**src/design/svf_highpass_lowpass_bell_chain_defines.svh**
```systemverilog
// Assertion macros shared by the filter cascade RTL.
`ifndef SVF_HIGHPASS_LOWPASS_BELL_CHAIN_DEFINES_SVH
`define SVF_HIGHPASS_LOWPASS_BELL_CHAIN_DEFINES_SVH

// Check that cons holds in the same cycle as ante.
`define SVFC_ASSERT_NOW(label, ante, cons) \
  label: assert property (@(posedge clk) disable iff (!rst_n) (ante) |-> (cons)) \
    else $error("svfc assertion failed");

// Check that cons holds in the cycle after ante.
`define SVFC_ASSERT_NEXT(label, ante, cons) \
  label: assert property (@(posedge clk) disable iff (!rst_n) (ante) |=> (cons)) \
    else $error("svfc assertion failed");

`endif

```
**src/design/svfc_pkg.sv**
```systemverilog
// Shared constants, types and helper functions of the filter cascade.
`timescale 1ns / 1ps
`default_nettype none

package svfc_pkg;

  localparam int NUM_CHANNELS = 2;
  localparam int CH_W         = (NUM_CHANNELS > 1) ? $clog2(NUM_CHANNELS) : 1;
  localparam int SEC_W        = 2;
  localparam int ADDR_W       = SEC_W + CH_W;
  localparam int MEM_DEPTH    = 1 << ADDR_W;
  localparam int SAMPLE_W     = 24;
  localparam int REG_W        = 64;
  localparam int NUM_REGS     = 6;
  localparam int REG_IDX_W    = 3;
  localparam int SAT_IN_W     = 41;

  // Configuration register indexes
  localparam logic [REG_IDX_W-1:0] REG_HP_A1_A2    = 3'd0;
  localparam logic [REG_IDX_W-1:0] REG_HP_A3_DAMP  = 3'd1;
  localparam logic [REG_IDX_W-1:0] REG_LP_A1_A2    = 3'd2;
  localparam logic [REG_IDX_W-1:0] REG_LP_A3_WET   = 3'd3;
  localparam logic [REG_IDX_W-1:0] REG_PK_A1_A2    = 3'd4;
  localparam logic [REG_IDX_W-1:0] REG_PK_A3_BOOST = 3'd5;

  typedef enum logic [SEC_W-1:0] {
    SEC_HP,
    SEC_LP,
    SEC_PK
  } sec_t;

  typedef enum logic [3:0] {
    S_IDLE,
    S_RD,
    S_LD,
    S_M0,
    S_M1,
    S_M2,
    S_M3,
    S_W1,
    S_W2,
    S_WB,
    S_PI,
    S_PW,
    S_PF,
    S_DONE
  } state_t;

  // Request to the integrator state memory
  typedef struct packed {
    logic               rd;
    logic               wr;
    logic [ADDR_W-1:0]  addr;
    logic signed [31:0] c1;
    logic signed [31:0] c2;
  } mem_req_t;

  // Coefficients of the active section
  typedef struct packed {
    logic signed [31:0] a1;
    logic signed [31:0] a2;
    logic signed [31:0] a3;
    logic signed [31:0] post;
  } coef_t;

  // Clamp a wide signed value to the signed 32-bit range
  function automatic logic signed [31:0] sat32(input logic signed [SAT_IN_W-1:0] v);
    if (v > 41'sd2147483647) begin
      return 32'sh7FFF_FFFF;
    end else if (v < -41'sd2147483648) begin
      return 32'sh8000_0000;
    end else begin
      return $signed(v[31:0]);
    end
  endfunction

endpackage

`default_nettype wire

```
**src/design/svfc_state_mem.sv**
```systemverilog
// Integrator state memory: one entry of two states per section and channel.
`timescale 1ns / 1ps
`default_nettype none

module svfc_state_mem
  import svfc_pkg::*;
(
  input  wire logic         clk,
  input  wire logic         rst_n,
  input  wire mem_req_t     req,
  output logic signed [31:0] rd_c1,
  output logic signed [31:0] rd_c2
);

  logic [63:0]          mem [MEM_DEPTH];
  logic [MEM_DEPTH-1:0] valid_r;
  logic [63:0]          rdata_r;
  logic                 rvalid_r;

  // Write port and registered read port
  always_ff @(posedge clk) begin
    if (req.wr) begin
      mem[req.addr] <= {req.c1, req.c2};
    end
    if (req.rd) begin
      rdata_r  <= mem[req.addr];
      rvalid_r <= valid_r[req.addr];
    end
  end

  // Mark entries written since reset; others read as zero
  always_ff @(posedge clk) begin
    if (!rst_n) begin
      valid_r <= '0;
    end else if (req.wr) begin
      valid_r[req.addr] <= 1'b1;
    end
  end

  assign rd_c1 = rvalid_r ? $signed(rdata_r[63:32]) : 32'sd0;
  assign rd_c2 = rvalid_r ? $signed(rdata_r[31:0])  : 32'sd0;

endmodule

`default_nettype wire

```
**config.mk**
```make
export PLATFORM = sky130hd
export DESIGN_NAME = svfc_state_mem
export DESIGN_NICKNAME = d
export VERILOG_FILES = /design/src/design/svf_highpass_lowpass_bell_chain_defines.svh /design/src/design/svfc_pkg.sv /design/src/design/svfc_state_mem.sv
export SDC_FILE = /design/constraint.sdc
export NUM_CORES = 1
export LEC_CHECK = 0
export BUFFER_PORTS_ARGS = -buffer_cell sky130_fd_sc_hd__buf_4
export CAP_MARGIN = 20
export CORE_AREA = 8 8 260 262
export DETAILED_ROUTE_END_ITERATION = 12
export DIE_AREA = 0 0 268 270
export SYNTH_ARGS = -nofsm -noshare
export SYNTH_HDL_FRONTEND = slang
export SYNTH_SLANG_ARGS = --single-unit
```
**constraint.sdc**
```tcl
create_clock -name clk -period 11.3 [get_ports clk]
set_input_delay 3.39 -clock clk [delete_from_list [all_inputs] [get_ports clk]]
set_output_delay 3.39 -clock clk [all_outputs]
set_load 0.05 [all_outputs]
```
==> impl_metrics.yaml <==
routing:
  vias: 9556
  drt_iter0_markers: 606
  vias_per_cell: 4.802
  detail-route-antenna-nets: 0
  wl_mm: 45.74
  wl_per_cell_um: 22.98
  drc: 0
  drt_first_pass_iters: 4
timing:
  rsz0062_at_grt: "no"
  holdWs_ps: 460.0
  fmax_mhz: 177.6
  fin_crit_ps: 5630
  finalHoldViolations: 0
  setup_total_negative_slack_ps: 0
  max_slew_margin_pct: 30.58
  fin_skew_ps: 33.36
  fin_crit_sh_pct: 49.82
  setup_viol: 0
  drv_slew: 0
  tightestPinTransition_ps: 1041
clock_network:
  clk_pin_slew_ps: 60
  cts_tree: "done"
  cts_resized: 0
  cts_setup_buffers: 0
  clock-root-buffer: "clkbuf_16"
  cts_sinks: 585
  clk_latency_ps: 630
  cts-buffers-inserted: 57
  htreeDepth: 2
  cts_buffer_depth: 3
  cts_hold_buf: 0
cells_and_area:
  nNetsFinal: 1160
  utilization_pct: 40.50
  antenna_cells: 0
  areaGrowthSynthToFinish_pct: 17.37
  layout-drive-gt1-share_pct: 38.15
floorplanning:
  initial_utilization_pct: 34.51
  core_sq_um: 63650
  dieArea_sq_um: 72360
  die_h_um: 270
  pin_count: 135
  rows: 93
  die_w_um: 268
synth:
  syn_area_sq_um: 21970
  synth-seq-area-share_pct: 79.61
  ys_warn_count: 0
  synth_top_area_share_pct: 78.88
  synthTopCellsByArea: "edfxtp_1, mux4_2, mux2_2, and2_1, dfxtp_1"
  synth-seq-cells: 585
  postSynthAreaPerCell_sq_um: 23.77
  synth_fp_nets: 995
  netlist.top_cell.by_area: "edfxtp_1"
  postSynthCellCount: 924
  synth_cell_types: 24
grt:
  grt_overflow: 0
  grt_max_degree: 71
  grt_pass1_vias: 10480
  grt_pass1_wl_mm: 68.19
  grt_use_total_pct: 12.60
  antenna_found_initial: 6
critical_path:
  path_buf_inv: 3
  required_ps: 11510
  critPathTopFamily: "buffers and inverters"
  end_kind: "register"
  path_cells: "buf_4 > buf_4 > nor3_2 > buf_4"
  arrival_ps: 5840
  crit_top_cell: "buf_4"
  cp-start-kind: "input port"
  cpPeakStageDelay_ps: 890
  critical_path_class: "in2reg"
  r2r_setup_slack_ps: 9880
  crit_path_top_delay_cell: "buf_4"
  crit_fanout: 56
pwr:
  swShare_pct: 21.44
  peakVddDrop_mv: 0.1221
  p_leak_nw: 8.352
  powerDensity_nw_per_um2: 179.5
  p_int_w: 0.003636
  pwr-share-seq_pct: 53.9
  switching_power_w: 0.0009923
  p_comb_share_pct: 6.4
  clkPwrFrac_pct: 39.7
placement:
  io_buffers: 134
  routabilityCongestion: 0.6947
  dp_hpwl_mm: 24.62
hold_path:
  hp-class: "reg2reg"
run_status:
  status: "completed"
flow_run:
  drv_cap: 0
layout by cell type, fill, tap and decap left out, types with 14 or more instances in the layout:
master     count
mux2_2        65
edfxtp_1     577
clkbuf_16     57
and2_1        64
clkinv_1      14
buf_4        148
clkinv_2      16
mux4_2       126
final timing paths:
path                                 start           to  cells past startpoint
worst max register to register  mem[3][38]  rdata_r[38]                      2
worst min-delay path            valid_r[4]   valid_r[4]                      1
worst max-delay path               req[66]   mem[0][51]                      4
worst min register to register  valid_r[4]   valid_r[4]                      1
metal layers:
metal,GRT usage (%),part of all wire [%],vias to the layer above
li1,-,-,4177
met1,16.57,42,5059
met2,20.79,49,244
met3,3.386,7.4,66
met4,2.805,1.5,10
met5,0,0.12,-
registers in the layout, summed over array words and instances (netlist names):
| signal | cells |
|---|---|
| valid_r | 8 |
| mem | 512 |
| rvalid_r | 1 |
| rdata_r | 64 |
final cells by class:
type | count | area (sq um)
fillers | 5631 | 37870
flip-flops and latches | 585 | 17490
multi-input cells | 294 | 4262
clock buffers | 65 | 1456
repair buffers | 151 | 1165
well taps | 855 | 1070
clock inverters | 40 | 341.6
synth_stat cells:
cell,count
buf_6,11
nand2_1,6
clkbuf_1,14
nand2b_1,3
a211o_1,2
edfxtp_1,577
a22oi_1,1
nor3_1,2
o21a_1,8
buf_2,11
o22ai_1,2
mux2_2,65
nand3b_1,1
buf_1,7
buf_4,2
nor3b_1,1
dfxtp_1,8
mux2i_1,3
a21oi_1,1
o21ai_0,1
nor2_1,7
nor2b_1,1
and2_1,64
mux4_2,126
stage by stage:
step                worst slack (ps)  std cells  power [W]  instance area [sq um]
floorplan                       2341        924   0.002724                  21970
global placement                5045       1884   0.002835                  23960
detailed placement              5005       1884   0.002843                  23960
CTS                             4949       1989   0.004686                  25750
global route                    5559       1990   0.004783                  25780
finish                          5670       1990   0.004629                  25780
cells by family (layout without fill, tap and decap cells):
family | Yosys count | count (layout) | synth area share, %
compound gates | 15 | 15 | 0.4898
simple gates | 85 | 85 | 2.273
flops | 585 | 585 | 79.61
buf+inv | 45 | 256 | 1.242
mux | 194 | 194 | 16.39
power groups by stage:
stage	Sequential, W	Combinational (W)	Clock, W
floorplan	0.00254	0.000189	0
global placement	0.00254	0.000295	0
detailed placement	0.00254	0.000300	0
CTS	0.00250	0.000301	0.00189
global route	0.00250	0.000318	0.00196
finish	0.00249	0.000295	0.00184
Power figures use the tool's default switching activity.
