File: src/design/svf_highpass_lowpass_bell_chain_defines.svh
// Assertion macros shared by the filter cascade RTL.
`ifndef SVF_HIGHPASS_LOWPASS_BELL_CHAIN_DEFINES_SVH
`define SVF_HIGHPASS_LOWPASS_BELL_CHAIN_DEFINES_SVH

// Check that cons holds in the same cycle as ante.
`define SVFC_ASSERT_NOW(label, ante, cons) \
  label: assert property (@(posedge clk) disable iff (!rst_n) (ante) |-> (cons)) \
    else $error("svfc assertion failed");

// Check that cons holds in the cycle after ante.
`define SVFC_ASSERT_NEXT(label, ante, cons) \
  label: assert property (@(posedge clk) disable iff (!rst_n) (ante) |=> (cons)) \
    else $error("svfc assertion failed");

`endif

File: src/design/svfc_pkg.sv
// Shared constants, types and helper functions of the filter cascade.
`timescale 1ns / 1ps
`default_nettype none

package svfc_pkg;

  localparam int NUM_CHANNELS = 2;
  localparam int CH_W         = (NUM_CHANNELS > 1) ? $clog2(NUM_CHANNELS) : 1;
  localparam int SEC_W        = 2;
  localparam int ADDR_W       = SEC_W + CH_W;
  localparam int MEM_DEPTH    = 1 << ADDR_W;
  localparam int SAMPLE_W     = 24;
  localparam int REG_W        = 64;
  localparam int NUM_REGS     = 6;
  localparam int REG_IDX_W    = 3;
  localparam int SAT_IN_W     = 41;

  // Configuration register indexes
  localparam logic [REG_IDX_W-1:0] REG_HP_A1_A2    = 3'd0;
  localparam logic [REG_IDX_W-1:0] REG_HP_A3_DAMP  = 3'd1;
  localparam logic [REG_IDX_W-1:0] REG_LP_A1_A2    = 3'd2;
  localparam logic [REG_IDX_W-1:0] REG_LP_A3_WET   = 3'd3;
  localparam logic [REG_IDX_W-1:0] REG_PK_A1_A2    = 3'd4;
  localparam logic [REG_IDX_W-1:0] REG_PK_A3_BOOST = 3'd5;

  typedef enum logic [SEC_W-1:0] {
    SEC_HP,
    SEC_LP,
    SEC_PK
  } sec_t;

  typedef enum logic [3:0] {
    S_IDLE,
    S_RD,
    S_LD,
    S_M0,
    S_M1,
    S_M2,
    S_M3,
    S_W1,
    S_W2,
    S_WB,
    S_PI,
    S_PW,
    S_PF,
    S_DONE
  } state_t;

  // Request to the integrator state memory
  typedef struct packed {
    logic               rd;
    logic               wr;
    logic [ADDR_W-1:0]  addr;
    logic signed [31:0] c1;
    logic signed [31:0] c2;
  } mem_req_t;

  // Coefficients of the active section
  typedef struct packed {
    logic signed [31:0] a1;
    logic signed [31:0] a2;
    logic signed [31:0] a3;
    logic signed [31:0] post;
  } coef_t;

  // Clamp a wide signed value to the signed 32-bit range
  function automatic logic signed [31:0] sat32(input logic signed [SAT_IN_W-1:0] v);
    if (v > 41'sd2147483647) begin
      return 32'sh7FFF_FFFF;
    end else if (v < -41'sd2147483648) begin
      return 32'sh8000_0000;
    end else begin
      return $signed(v[31:0]);
    end
  endfunction

endpackage

`default_nettype wire

File: src/design/svfc_mul.sv
// Shared Q8.24 multiplier: registered product, then registered round and clamp.
`timescale 1ns / 1ps
`default_nettype none

module svfc_mul
  import svfc_pkg::*;
(
  input  wire logic                clk,
  input  wire logic signed [31:0]  op_a,
  input  wire logic signed [31:0]  op_b,
  output logic signed [31:0]       m
);

  logic signed [63:0] p_r;
  logic signed [64:0] rnd;
  logic signed [31:0] m_r;

  // Round half up at bit 23, keep the floor of the shift by 24
  assign rnd = $signed({p_r[63], p_r}) + 65'sd8388608;

  always_ff @(posedge clk) begin
    p_r <= op_a * op_b;
    m_r <= sat32($signed(rnd[64:24]));
  end

  assign m = m_r;

endmodule

`default_nettype wire

File: config.mk
export PLATFORM = sky130hd
export DESIGN_NAME = svfc_mul
export DESIGN_NICKNAME = d
export VERILOG_FILES = /design/src/design/svf_highpass_lowpass_bell_chain_defines.svh /design/src/design/svfc_pkg.sv /design/src/design/svfc_mul.sv
export SDC_FILE = /design/constraint.sdc
export NUM_CORES = 2
export LEC_CHECK = 0
export ABC_CLOCK_PERIOD_IN_PS = 22200
export BUFFER_PORTS_ARGS = -buffer_cell sky130_fd_sc_hd__buf_4
export CAP_MARGIN = 15
export CORE_MARGIN = 4
export CORE_UTILIZATION = 45
export DETAILED_ROUTE_END_ITERATION = 8
export HOLD_SLACK_MARGIN = 0.03
export SYNTH_ARGS = -nofsm -noshare
export SYNTH_HDL_FRONTEND = slang
export SYNTH_SLANG_ARGS = --single-unit
File: constraint.sdc
create_clock -name clk -period 22.2 [get_ports clk]
set_clock_uncertainty 0.15 [all_clocks]
set_input_delay 3.33 -clock clk [delete_from_list [all_inputs] [get_ports clk]]
set_output_delay 3.33 -clock clk [all_outputs]
set_load 0.01 [all_outputs]
==> metrics.md <==
| Metric | Value |
|---|---|
| Die height | `298 µm` |
| WL/cell | `between 20 and 25 µm` |
| Predominant post-synthesis flop cell | `dfxtp_1` |
| Worst slack, placed | `a little over 10 ns` |
| Max Buffers Root-to-Sink | `2` |
| Most common cell after layout, fill and taps aside | `fa_1` |
| Reg clk slew, reported paths | `roughly 0.060 ns` |
| Fin crit period | `about 12 ns` |
| Row cnt | `around 110` |
| CTS root buffer | `clkbuf_16` |
| GRT Overall Usage | `24.4%` |
| Multi-input logic area | `around 32000 µm²` |
| Crit path kind | `input port to flop` |
| Max stage delay on crit path | `around 0.74 ns` |
| CP max stage cell | `a221oi_1` |
| Crit path capture type | `flop` |
| Setup TNS | `0 ns` |
| Number of synthesized flops with an enable pin | `0` |
| Nets | `around 5300` |
| Min setup slack post-route | `roughly 10 ns` |
| Width of the chip | `298 µm` |
| Worst EP required | `about 22 ns` |
| Synth Cell Area | `37900 µm²` |
| Register area share after synthesis | `roughly 3.9%` |
| Asr flop ratio synth | `0%` |
| Top-area cell type share of the netlist area | `a little under three fifths` |
| Register area | `between 1000 and 1500 µm²` |
| TritonCTS Sinks | `73` |
| First-pass GRT wire length | `approximately 170 mm` |
| Maximum clock rate | `84.9 MHz` |
| Syn nets | `5344` |
| Yosys warnings | `0` |
| Setup Buffers After CTS | `0` |
| Post-CTS resize count | `0` |
| Status | `complete, no violations` |
| DRT Wirelength | `~100 mm` |
| Vias | `between 20000 and 30000` |
| Max cap viols | `0` |
| Least-Margin Pin Slew | `a little under 0.9 ns` |
| Crit-path max FO | `32` |
| Via/cell ratio | `roughly 5.2` |
| Netlist cell types | `63` |
| Finish-stage setup viols | `0` |
| Yosys reg bits | `73` |
| DP Wirelength | `slightly above 80 mm` |
| Largest net degree at the start of global routing | `33` |
| Slew Viols, Final | `0` |
| # hold bufs at CTS | `0` |
| Max-slew headroom | `41.3%` |
| TritonRoute pass-1 iters | `6` |
| Syn Inst Count | `about 4000` |
| PortBufs | `96` |
| RePlAce Congestion | `0.860` |
| Buf/Inv on CP | `6` |
| Skew-Pair Late Insertion Delay | `0.33 ns` |
| RSZ-0062 raised after global routing | `false` |
| Fin util | `a little under half` |
| Core ar. | `83600 µm²` |
| Largest area contributor in the netlist | `fa_1` |
| Final critical-path share of the clock period | `53.0%` |
| Most frequent cells in the layout | `1081 x fa_1, 992 x inv_1, 531 x nand2_1, 511 x and2_1, 181 x ha_1` |
| Crit path max-delay family | `adder cells` |
| Drt drc | `0` |
| GR Overflow Total | `0` |
| Vias in the first global route | `30350` |
| Starting density of the core | `between 40 and 50%` |
| Crit start category | `input port` |
| Initial antenna violation count | `2` |
| Crit-path cells | `buf_4 > nand2_1 > fa_1 > inv_1 > fa_1 > inv_1 > fa_1 > inv_1 > fa_1 > inv_1 > fa_1 > fa_1 > fa_1 > fa_1 > inv_1 > ha_1 > a21oi_1 > nor2_1 > a211oi_1 > o2111ai_1 > a221oi_1 > o21ai_0 > a21boi_0 > xnor2_1` |
| Share of layout cells above drive strength 1 | `3.41%` |
| Average cell area after synthesis | `~9.4 µm²` |
| TritonCTS clock tree | `built` |
| 1st-iter DRT viols | `around 1300` |
| Worst Hold Class | `flop to flop` |
| Fillers | `8053` |
| Arrival time at the worst endpoint | `11.86 ns` |
| CP most frequent cell | `fa_1` |
| Area Growth Syn to Fin | `4.23%` |
| Total CTS buffers | `9` |
| Antenna-violating nets left | `0` |
| H-tree depth | `3` |
| IO Pins | `97` |
| Top cells by area, synth | `fa_1 57%, inv_1 9.8%, and2_1 8.4%` |
| Endpoints failing hold | `0` |
| Die area | `just under 90000 µm²` |
-- final cells by class --
cell class,count,area share [%]
timing repair buffer,100,1.91
multi-input combinational,2749,80.8
clock buffer,9,0.570
sequential,73,3.70
tap,1080,3.42
antenna,1,0.00633
clock inverter,7,0.139
inverter,993,9.43
-- metrics by stage --
step,cell area (µm²),std cells,hold slack (ns)
2_1_floorplan,37900,4017,0.374
3_3_place_gp,39200,4994,0.427
3_5_place_dp,39200,4994,0.428
4_1_cts,39500,5010,0.439
5_1_grt,39500,5011,0.474
6_report,39500,5012,0.426
-- worst register-to-register path, delay by kind of cell (launching register included) --
| family | cells | cell delay, ns |
|---|---|---|
| AO/OA/AOI/OAI | 4 | 0.81 |
| flip-flops | 1 | 0.42 |
| buffers and inverters | 1 | 0.27 |
| AND/OR/NAND/NOR | 4 | 1.52 |
-- registers in the layout, summed over array words and instances, names as in the netlist --
signal,flops
m,32
p_r,41
-- cell usage after synthesis (all sizes together) (6+ instances only) --
master / count
a211oi: 9
a21o: 9
a21oi: 92
a31oi: 8
and2: 511
and3: 13
buf: 7
clkbuf: 195
dfxtp: 73
fa: 1081
ha: 181
inv: 992
nand2: 531
nand2b: 9
nand3: 23
nand4: 16
nor2: 62
nor2b: 6
nor3: 16
o211ai: 9
o21ai: 27
o21bai: 9
xnor2: 54
xor2: 28
-- metal layers --
layer | vias to the layer above | GRT usage [%] | wire length [µm]
li1 | 11293 | - | -
met1 | 13890 | 29.4 | 38700
met2 | 689 | 46.0 | 55100
met3 | 191 | 1.96 | 4110
met4 | 0 | 8.22 | 4320
met5 | - | 0 | 0
-- path summary, 6_finish.rpt --
kind,cells after the start,slack [ns],from,endpoint
max,24,10.43,op_a[15],p_r[46]
min,2,0.43,p_r[36],m[12]
max reg2reg,9,18.92,p_r[31],m[0]
min reg2reg,2,0.43,p_r[36],m[12]
-- logic make-up (layout without fill, tap and decap cells) --
logic type	Yosys count	count (layout)	synth area share, %
AND/OR/NAND/NOR	1207	1207	16.0
flip-flops	73	73	3.85
AO/OA/AOI/OAI	197	197	3.27
multiplexers	1	1	0.0264
other	0	1	0
XOR/XNOR	82	82	1.89
adder cells (fa/ha/maj)	1262	1262	63.0
buffers and inverters	1195	1109	11.9
Power is left out: the tool's default activity adds up to more than one toggle a clock period on the data nets, which glitch-free logic cannot reach.
