`src/design/svf_highpass_lowpass_bell_chain_defines.svh`:
```
// Assertion macros shared by the filter cascade RTL.
`ifndef SVF_HIGHPASS_LOWPASS_BELL_CHAIN_DEFINES_SVH
`define SVF_HIGHPASS_LOWPASS_BELL_CHAIN_DEFINES_SVH

// Check that cons holds in the same cycle as ante.
`define SVFC_ASSERT_NOW(label, ante, cons) \
  label: assert property (@(posedge clk) disable iff (!rst_n) (ante) |-> (cons)) \
    else $error("svfc assertion failed");

// Check that cons holds in the cycle after ante.
`define SVFC_ASSERT_NEXT(label, ante, cons) \
  label: assert property (@(posedge clk) disable iff (!rst_n) (ante) |=> (cons)) \
    else $error("svfc assertion failed");

`endif

```
`src/design/svfc_pkg.sv`:
```
// Shared constants, types and helper functions of the filter cascade.
`timescale 1ns / 1ps
`default_nettype none

package svfc_pkg;

  localparam int NUM_CHANNELS = 2;
  localparam int CH_W         = (NUM_CHANNELS > 1) ? $clog2(NUM_CHANNELS) : 1;
  localparam int SEC_W        = 2;
  localparam int ADDR_W       = SEC_W + CH_W;
  localparam int MEM_DEPTH    = 1 << ADDR_W;
  localparam int SAMPLE_W     = 24;
  localparam int REG_W        = 64;
  localparam int NUM_REGS     = 6;
  localparam int REG_IDX_W    = 3;
  localparam int SAT_IN_W     = 41;

  // Configuration register indexes
  localparam logic [REG_IDX_W-1:0] REG_HP_A1_A2    = 3'd0;
  localparam logic [REG_IDX_W-1:0] REG_HP_A3_DAMP  = 3'd1;
  localparam logic [REG_IDX_W-1:0] REG_LP_A1_A2    = 3'd2;
  localparam logic [REG_IDX_W-1:0] REG_LP_A3_WET   = 3'd3;
  localparam logic [REG_IDX_W-1:0] REG_PK_A1_A2    = 3'd4;
  localparam logic [REG_IDX_W-1:0] REG_PK_A3_BOOST = 3'd5;

  typedef enum logic [SEC_W-1:0] {
    SEC_HP,
    SEC_LP,
    SEC_PK
  } sec_t;

  typedef enum logic [3:0] {
    S_IDLE,
    S_RD,
    S_LD,
    S_M0,
    S_M1,
    S_M2,
    S_M3,
    S_W1,
    S_W2,
    S_WB,
    S_PI,
    S_PW,
    S_PF,
    S_DONE
  } state_t;

  // Request to the integrator state memory
  typedef struct packed {
    logic               rd;
    logic               wr;
    logic [ADDR_W-1:0]  addr;
    logic signed [31:0] c1;
    logic signed [31:0] c2;
  } mem_req_t;

  // Coefficients of the active section
  typedef struct packed {
    logic signed [31:0] a1;
    logic signed [31:0] a2;
    logic signed [31:0] a3;
    logic signed [31:0] post;
  } coef_t;

  // Clamp a wide signed value to the signed 32-bit range
  function automatic logic signed [31:0] sat32(input logic signed [SAT_IN_W-1:0] v);
    if (v > 41'sd2147483647) begin
      return 32'sh7FFF_FFFF;
    end else if (v < -41'sd2147483648) begin
      return 32'sh8000_0000;
    end else begin
      return $signed(v[31:0]);
    end
  endfunction

endpackage

`default_nettype wire

```
`src/design/svfc_coef.sv`:
```
// Coefficient register file with per-section coefficient selection.
`timescale 1ns / 1ps
`default_nettype none

module svfc_coef
  import svfc_pkg::*;
(
  input  wire logic                 clk,
  input  wire logic                 rst_n,
  input  wire logic                 cfg_wr_en,
  input  wire logic [REG_IDX_W-1:0] cfg_addr,
  input  wire logic [REG_W-1:0]     cfg_wdata,
  input  wire sec_t                 sec,
  output coef_t                     coef
);

  logic [REG_W-1:0] reg_r [NUM_REGS];

  // Store writes; indexes past the list are dropped
  always_ff @(posedge clk) begin
    if (!rst_n) begin
      for (int i = 0; i < NUM_REGS; i++) begin
        reg_r[i] <= '0;
      end
    end else if (cfg_wr_en && (int'(cfg_addr) < NUM_REGS)) begin
      reg_r[cfg_addr] <= cfg_wdata;
    end
  end

  // Pick the coefficient pair registers of the active section
  always_comb begin
    unique case (sec)
      SEC_HP: begin
        coef.a1   = $signed(reg_r[REG_HP_A1_A2][63:32]);
        coef.a2   = $signed(reg_r[REG_HP_A1_A2][31:0]);
        coef.a3   = $signed(reg_r[REG_HP_A3_DAMP][63:32]);
        coef.post = $signed(reg_r[REG_HP_A3_DAMP][31:0]);
      end
      SEC_LP: begin
        coef.a1   = $signed(reg_r[REG_LP_A1_A2][63:32]);
        coef.a2   = $signed(reg_r[REG_LP_A1_A2][31:0]);
        coef.a3   = $signed(reg_r[REG_LP_A3_WET][63:32]);
        coef.post = $signed(reg_r[REG_LP_A3_WET][31:0]);
      end
      SEC_PK: begin
        coef.a1   = $signed(reg_r[REG_PK_A1_A2][63:32]);
        coef.a2   = $signed(reg_r[REG_PK_A1_A2][31:0]);
        coef.a3   = $signed(reg_r[REG_PK_A3_BOOST][63:32]);
        coef.post = $signed(reg_r[REG_PK_A3_BOOST][31:0]);
      end
      default: begin
        coef = '0;
      end
    endcase
  end

endmodule

`default_nettype wire

```
`config.mk`:
```
export PLATFORM = sky130hd
export DESIGN_NAME = svfc_coef
export DESIGN_NICKNAME = d
export VERILOG_FILES = /design/src/design/svf_highpass_lowpass_bell_chain_defines.svh /design/src/design/svfc_pkg.sv /design/src/design/svfc_coef.sv
export SDC_FILE = /design/constraint.sdc
export NUM_CORES = 1
export LEC_CHECK = 0
export BUFFER_PORTS_ARGS = -buffer_cell sky130_fd_sc_hd__buf_2
export CAP_MARGIN = 20
export CORE_ASPECT_RATIO = 1.4
export CORE_UTILIZATION = 55
export DETAILED_ROUTE_END_ITERATION = 8
export GPL_ROUTABILITY_DRIVEN = 0
export PLACE_DENSITY = 0.83
export SLEW_MARGIN = 15
export SYNTH_ARGS = -nofsm -noshare
export SYNTH_HDL_FRONTEND = slang
export SYNTH_SLANG_ARGS = --single-unit
```
`constraint.sdc`:
```
create_clock -name clk -period 18.4 [get_ports clk]
set_clock_uncertainty 0.2 [all_clocks]
set_input_delay 3.68 -clock clk [delete_from_list [all_inputs] [get_ports clk]]
set_output_delay 3.68 -clock clk [all_outputs]
set_load 0.01 [all_outputs]
```
==> reports/qor.tcl, run 1 <==
set qor(root_buf_cell) {clkbuf_16}
set qor(port_buffers) 199
set qor(detail_route.wl_per_cell_um) 23.4
set qor(status) {finished clean}
set qor(core_area_mm2) 0.0316
set qor(yosys_warnings) 0
set qor(ys_types) 20
set qor(cell_row_count) 77
set qor(clock_slew_at_reported_path_ffs_ns) 0.06
set qor(mappedNetlistNets) 1241
set qor(post-route-min-period_ns) 9.91
set qor(detailed_place_hpwl_um) 21900
set qor(die_h_um) 214
set qor(synth.yosys.seq_area_share_pct) 65.2
set qor(grt_pass1_wl_um) 61100
set qor(largest_net_degree_at_the_start_of_global_routing) 142
set qor(postRouteAntennaNets) 0
set qor(timing.final.crit_share_pct) 53.9
set qor(cp-end-kind) {output port}
set qor(io_count) 200
set qor(critical_path_peak_fanout) 70
set qor(gr-usage-all-layers_pct) 24.3
set qor(first_global_vias) 11000
set qor(drt-initial-drc-count) 701
set qor(final.fill_count) 2298
set qor(drtPass1Iterations) 5
set qor(fin_setup_tns_ns) 0
set qor(postCtsSetupRepairBufs) 0
set qor(p_leak_nw) 8.32
set qor(mostFrequentLayoutCells) {384 x edfxtp_1, 320 x and3_1, 197 x buf_2}
set qor(drv_slew) 0
set qor(synth_area_per_cell_um2) 15.1
set qor(top_regs) {reg_r x384}
set qor(netlist_area_mm2) 0.0177
set qor(post_cts_hold_buffer_count) 0
set qor(fin_nets) 1371
set qor(hold_viol) 0
set qor(worst_hold_slack_ns) 3.31
set qor(antenna_found_initial) 3
set qor(drive_above_1_share_pct) 25.4
set qor(dr_total_vias) 10700
set qor(arrival_time_of_data_at_the_critical_path_endpoint_ns) 6.03
set qor(power.ir.vdd_worst_mv) 0.0752
set qor(synthCells) 1169
set qor(initial_cell_density_of_the_core_pct) 55.9
set qor(avgViaCountPerCell) 6.25
set qor(largest-register) {reg_r}
set qor(max_clock_freq_mhz) 101
set qor(max_slew_headroom_pct) 26.5
set qor(criticalPathCategory) {input port to output port}
set qor(setup_violations) 0
set qor(power_density_mw_per_mm2) 97.5
set qor(cts_inserted_buffers) 37
set qor(worst_ep_required_time_ns) 14.52
set qor(mostFrequentLayoutCell) {edfxtp_1}
set qor(route.detailed.drc) 0
set qor(tightest_slew_ns) 1.10
set qor(timing.max_cap.violations) 0
set qor(cts_buffer_depth) 3
set qor(synth.ff_latch_count) 384
set qor(cts.sink_count) 384
set qor(cts-resized-gates) 0
set qor(area_growth_syn_to_layout_pct) 11.4
set qor(worstHoldPathType) {input port to flip-flop}
set qor(floorplan.die.width_um) 154
set qor(die_area_mm2) 0.0329
set qor(kind_of_start_point_of_the_critical_path) {input port}
set qor(largest_register_ffs) 384
set qor(clock_tree_from_tritoncts) {done}
set qor(grt-ovfl-total) 0
set qor(grt_setup_unrepaired) {false}
set qor(drt-total-wl_um) 40200
set qor(htree_levels) 2
[worst max-delay path, cell delays in order]
cell       delay, ns
buf_6           0.63
buf_4           0.92
mux2i_1         0.19
o2bb2ai_1       0.31
buf_2           0.19
[metal layers]
metal | up-vias | part of all wire (%) | track usage (%)
met1 | 5294 | 39 | 29.9
met4 | 2 | 3.6 | 11.9
li1 | 4861 | - | -
met5 | - | 0.027 | 0
met2 | 489 | 51 | 41.9
met3 | 90 | 6.6 | 3.70
[power by group]
| part | total [mW] | switching (mW) | internal, mW |
|---|---|---|---|
| Sequential | 1.04 | 0.0168 | 1.02 |
| Combinational | 0.191 | 0.127 | 0.0640 |
| Clock | 0.687 | 0.301 | 0.386 |
| Total | 1.92 | 0.445 | 1.47 |
[kinds of logic after synthesis]
group           synth area share, %
simple gates                   16.2
flops                          65.2
compound gates                 6.51
mux                            7.25
buf+inv                        4.80
[Yosys cell counts]
cell type,n,area share [%]
edfxtp_1,384,65
and3_1,321,11
mux2i_1,128,7.2
o2bb2ai_1,128,6.3
nor3b_2,60,4.2
buf_2,59,1.7
buf_6,38,2.4
clkbuf_1,22,0.47
o21ai_0,6,0.17
buf_4,4,0.17
nor3b_1,4,0.17
nand2b_1,3,0.11
nor2b_1,3,0.11
buf_1,2,0.042
nand2_1,2,0.042
and2_1,1,0.035
and3b_4,1,0.071
clkbuf_2,1,0.028
nor2_1,1,0.021
or2_2,1,0.035
[metrics by stage]
step / power [mW] / utilization (%) / cell area, um2 / cells / worst slack, ns
floorplan: 1.18 / - / 17700 / 1169 / 9.13
CTS: 1.93 / 62.1 / 19600 / 1714 / 8.45
global route: 1.97 / 62.3 / 19700 / 1718 / 8.38
finish: 1.92 / 62.3 / 19700 / 1718 / 8.49
detailed placement: 1.25 / 58.7 / 18600 / 1653 / 8.46
global placement: 1.24 / 58.7 / 18600 / 1653 / 8.47
[cell type report]
type,instances,area (um2),share of cell area [%]
Clock buffer,48,1010,5.13
Antenna cell,2,5.00,0.0254
Sequential cell,384,11500,58.6
Tap cell,395,494,2.51
Timing Repair Buffer,217,1170,5.95
Multi-Input combinational cell,659,5410,27.5
Clock inverter,13,68.8,0.350
[worst paths after layout]
check	startpoint	end	slack, ns	cells after the start
max	sec[0]	coef[113]	8.49	5
min	cfg_wdata[57]	reg_r[1][57]	3.31	2
(Power assumes the default switching activity.)
==> run 2: changes to the inputs <==
Settings changed: ABC_AREA set to 1.
Clock period 18.4 ns to 9.16 ns, I/O delays scaled along.
==> run 2 against run 1 <==
  * Global-route usage up 3.3 points
  * Highest routed layer is now met4
  * Flip-flop and latch count stayed put
  * Power grew 100%
  * Clock power up 110%
  * Critical path depth rose by 2
  * Hold slack got worse by 1.7 ns
  * First-iteration DRC count up 69%
  * Routed wire length grew 3.2%
  * Critical path type unchanged
==> reports/qor.tcl, run 2 <==
set qor(clock_tree_from_tritoncts) {done}
set qor(drv_slew) 0
set qor(synth_adder_area_share_pct) 0
set qor(floorplan.die.width_um) 147
set qor(ys_types) 15
set qor(antenna_found_initial) 1
set qor(synth_compound_gate_area_share_pct) 0.0774
set qor(whs_path_depth) 3
set qor(fin_nets) 1696
set qor(postSynth.topFlopCell) {edfxtp_1}
set qor(root_buf_cell) {clkbuf_16}
set qor(cts-resized-gates) 0
set qor(yosys.area.top_type) {edfxtp_1}
set qor(worst_ep_required_time_ns) 7.13
set qor(drt-total-wl_um) 41500
set qor(mappedNetlistNets) 1541
set qor(hold_viol) 0
set qor(cts.sink_count) 384
set qor(power_density_mw_per_mm2) 210
set qor(grt-ovfl-total) 0
set qor(drive_above_1_share_pct) 16.9
set qor(arrival_time_of_data_at_the_critical_path_endpoint_ns) 3.38
set qor(synth.top_cells.by_area) {edfxtp_1 71%, nand2_1 9.1%, nor2_1 7.5%}
set qor(largest_register_ffs) 384
set qor(synth_edf_count) 384
set qor(cp-end-kind) {output port}
set qor(detail_route.wl_per_cell_um) 20.6
set qor(power_total_mw) 3.85
set qor(largest_net_degree_at_the_start_of_global_routing) 74
set qor(p_leak_nw) 7.30
set qor(port_buffers) 199
set qor(multi_input_area_mm2) 0.00387
set qor(htree_levels) 2
set qor(drtPass1Iterations) 5
set qor(max_clock_freq_mhz) 185
set qor(synth_area_per_cell_um2) 11.0
set qor(yosys_warnings) 0
set qor(slowest_stage) {buf_4}
set qor(core_area_mm2) 0.0287
set qor(netlist.area_leader.share_pct) 71.3
set qor(synthCells) 1469
set qor(mostFrequentLayoutCells) {384 x nand2_1, 384 x edfxtp_1, 320 x nor2_1}
set qor(power.ir.vdd_worst_mv) 0.179
set qor(delay_of_the_slowest_cell_on_the_worst_path_ns) 0.65
set qor(synth-simple-area-share_pct) 23.3
set qor(criticalPathCategory) {input port to output port}
set qor(setup_violations) 0
set qor(timing.hold.worst_endpoint) {reg_r[4][13]}
set qor(drt-initial-drc-count) 1188
set qor(gr-usage-all-layers_pct) 27.6
set qor(postCtsSetupRepairBufs) 0
set qor(synth_top_family_by_area) {simple AND/OR/NAND/NOR gates}
set qor(yosys-top-cells-count) {394 x nand2_1, 384 x edfxtp_1, 323 x nor2_1, 130 x nand3_1, 69 x inv_1}
set qor(post-route-min-period_ns) 5.41
set qor(grt_setup_unrepaired) {false}
set qor(area_growth_syn_to_layout_pct) 13.5
set qor(ys_async_sr_fraction_pct) 0
set qor(combined_flip_flop_and_latch_cell_area_mm2) 0.0115
set qor(die_area_mm2) 0.0301
set qor(timing.critical_path.cells) {buf_2 -> inv_1 -> nor2_4 -> buf_4 -> nand2_1 -> nand3_1 -> buf_2}
set qor(critical_path_peak_fanout) 70
set qor(cts_buffer_depth) 3
set qor(timing.critical_path.mode_cell) {buf_2}
set qor(post-synth-top-count-cell) {nand2_1}
set qor(kind_of_start_point_of_the_critical_path) {input port}
set qor(clock_slew_at_reported_path_ffs_ns) 0.06
set qor(final.fill_count) 2206
set qor(largest-register) {reg_r}
set qor(worstHoldPathType) {input port to flip-flop}
set qor(die_h_um) 205
set qor(status) {finished clean}
set qor(postRouteAntennaNets) 0
set qor(timing.final.crit_share_pct) 59.1
set qor(worstHoldStart) {cfg_wdata[13]}
set qor(top_regs) {reg_r x384}
set qor(route.detailed.drc) 0
set qor(grt_pass1_wl_um) 62400
set qor(post_cts_hold_buffer_count) 0
set qor(max_slew_headroom_pct) 24.7
set qor(first_global_vias) 11700
set qor(avgViaCountPerCell) 5.77
set qor(detailed_place_hpwl_um) 21500
set qor(initial_cell_density_of_the_core_pct) 56.4
set qor(io_count) 200
set qor(cell_row_count) 73
set qor(fin_setup_tns_ns) 0
set qor(timing.max_cap.violations) 0
set qor(netlist_area_mm2) 0.0162
set qor(tightest_slew_ns) 1.13
set qor(post_synth_xor_area_fraction_pct) 0
set qor(synth.yosys.seq_area_share_pct) 71.3
set qor(synth.area.mux_share_pct) 0
set qor(cts_inserted_buffers) 36
set qor(synth.ff_latch_count) 384
set qor(dr_total_vias) 11600
run 2: changes by cell type after synthesis, sizes merged, moves of 3 or more:
cell	previous run	this run
nand3	0	131
nor2	1	325
and3	321	0
nand4	0	65
nand2b	3	0
nor2b	3	0
nand2	2	394
buf	103	75
nor3b	64	0
o21ai	6	1
o2bb2ai	128	0
inv	0	69
mux2i	128	0
run 2: cells by family after synthesis:
family                 after synthesis
AND/OR/NAND/NOR                    915
AO/OA/AOI/OAI                        2
flip-flops                         384
buffers and inverters              168
run 2: how the worst max path moves through the flow:
stage,cells past startpoint,slack (ns),startpoint,to
CTS,7,3.78,sec[1],coef[12]
global placement,7,3.83,sec[0],coef[0]
floorplan,5,1.43,cfg_addr[2],reg_r[5][0]
global route,7,3.67,sec[1],coef[12]
detailed placement,7,3.81,sec[1],coef[40]
finish,7,3.75,sec[1],coef[12]
run 2: area by class of cell:
cell class              count  share of cell area (%)
flip-flops and latches    384                    62.8
repair buffers            216                    6.20
inverters                  69                    1.41
multi-input cells         917                    21.1
well taps                 375                    2.56
clock inverters             8                   0.675
diodes                      1                  0.0136
clock buffers              45                    5.21
run 2: routing by layer:
| metal | vias up | global-route usage (%) | wire (um) |
|---|---|---|---|
| li1 | 5244 | - | - |
| met1 | 5639 | 33.6 | 14900 |
| met2 | 650 | 49.6 | 21400 |
| met3 | 98 | 3.43 | 3790 |
| met4 | 0 | 11.7 | 1310 |
| met5 | - | 0 | 0 |
run 2: power breakdown:
group	switching [mW]	internal, mW
clock	0.599	0.818
combinational	0.248	0.0934
sequential	0.0346	2.06
run 2: critical path, delay by kind of cell:
family / cells / cell delay, ns
AND/OR/NAND/NOR: 3 / 0.45
buffers and inverters: 4 / 1.04
run 2: stage by stage:
| step | setup slack, ns | hold WS [ns] | instance area, um2 | utilization (%) | cells |
|---|---|---|---|---|---|
| 6_report | 3.75 | 1.61 | 18400 | 64.0 | 2015 |
| 5_1_grt | 3.67 | 1.63 | 18400 | 64.0 | 2015 |
| 4_1_cts | 3.78 | 1.60 | 18300 | 63.9 | 2013 |
| 3_5_place_dp | 3.81 | 2.14 | 17300 | 60.2 | 1960 |
| 3_3_place_gp | 3.83 | 2.12 | 17300 | 60.2 | 1960 |
| 2_1_floorplan | 1.43 | 2.00 | 16200 | - | 1469 |
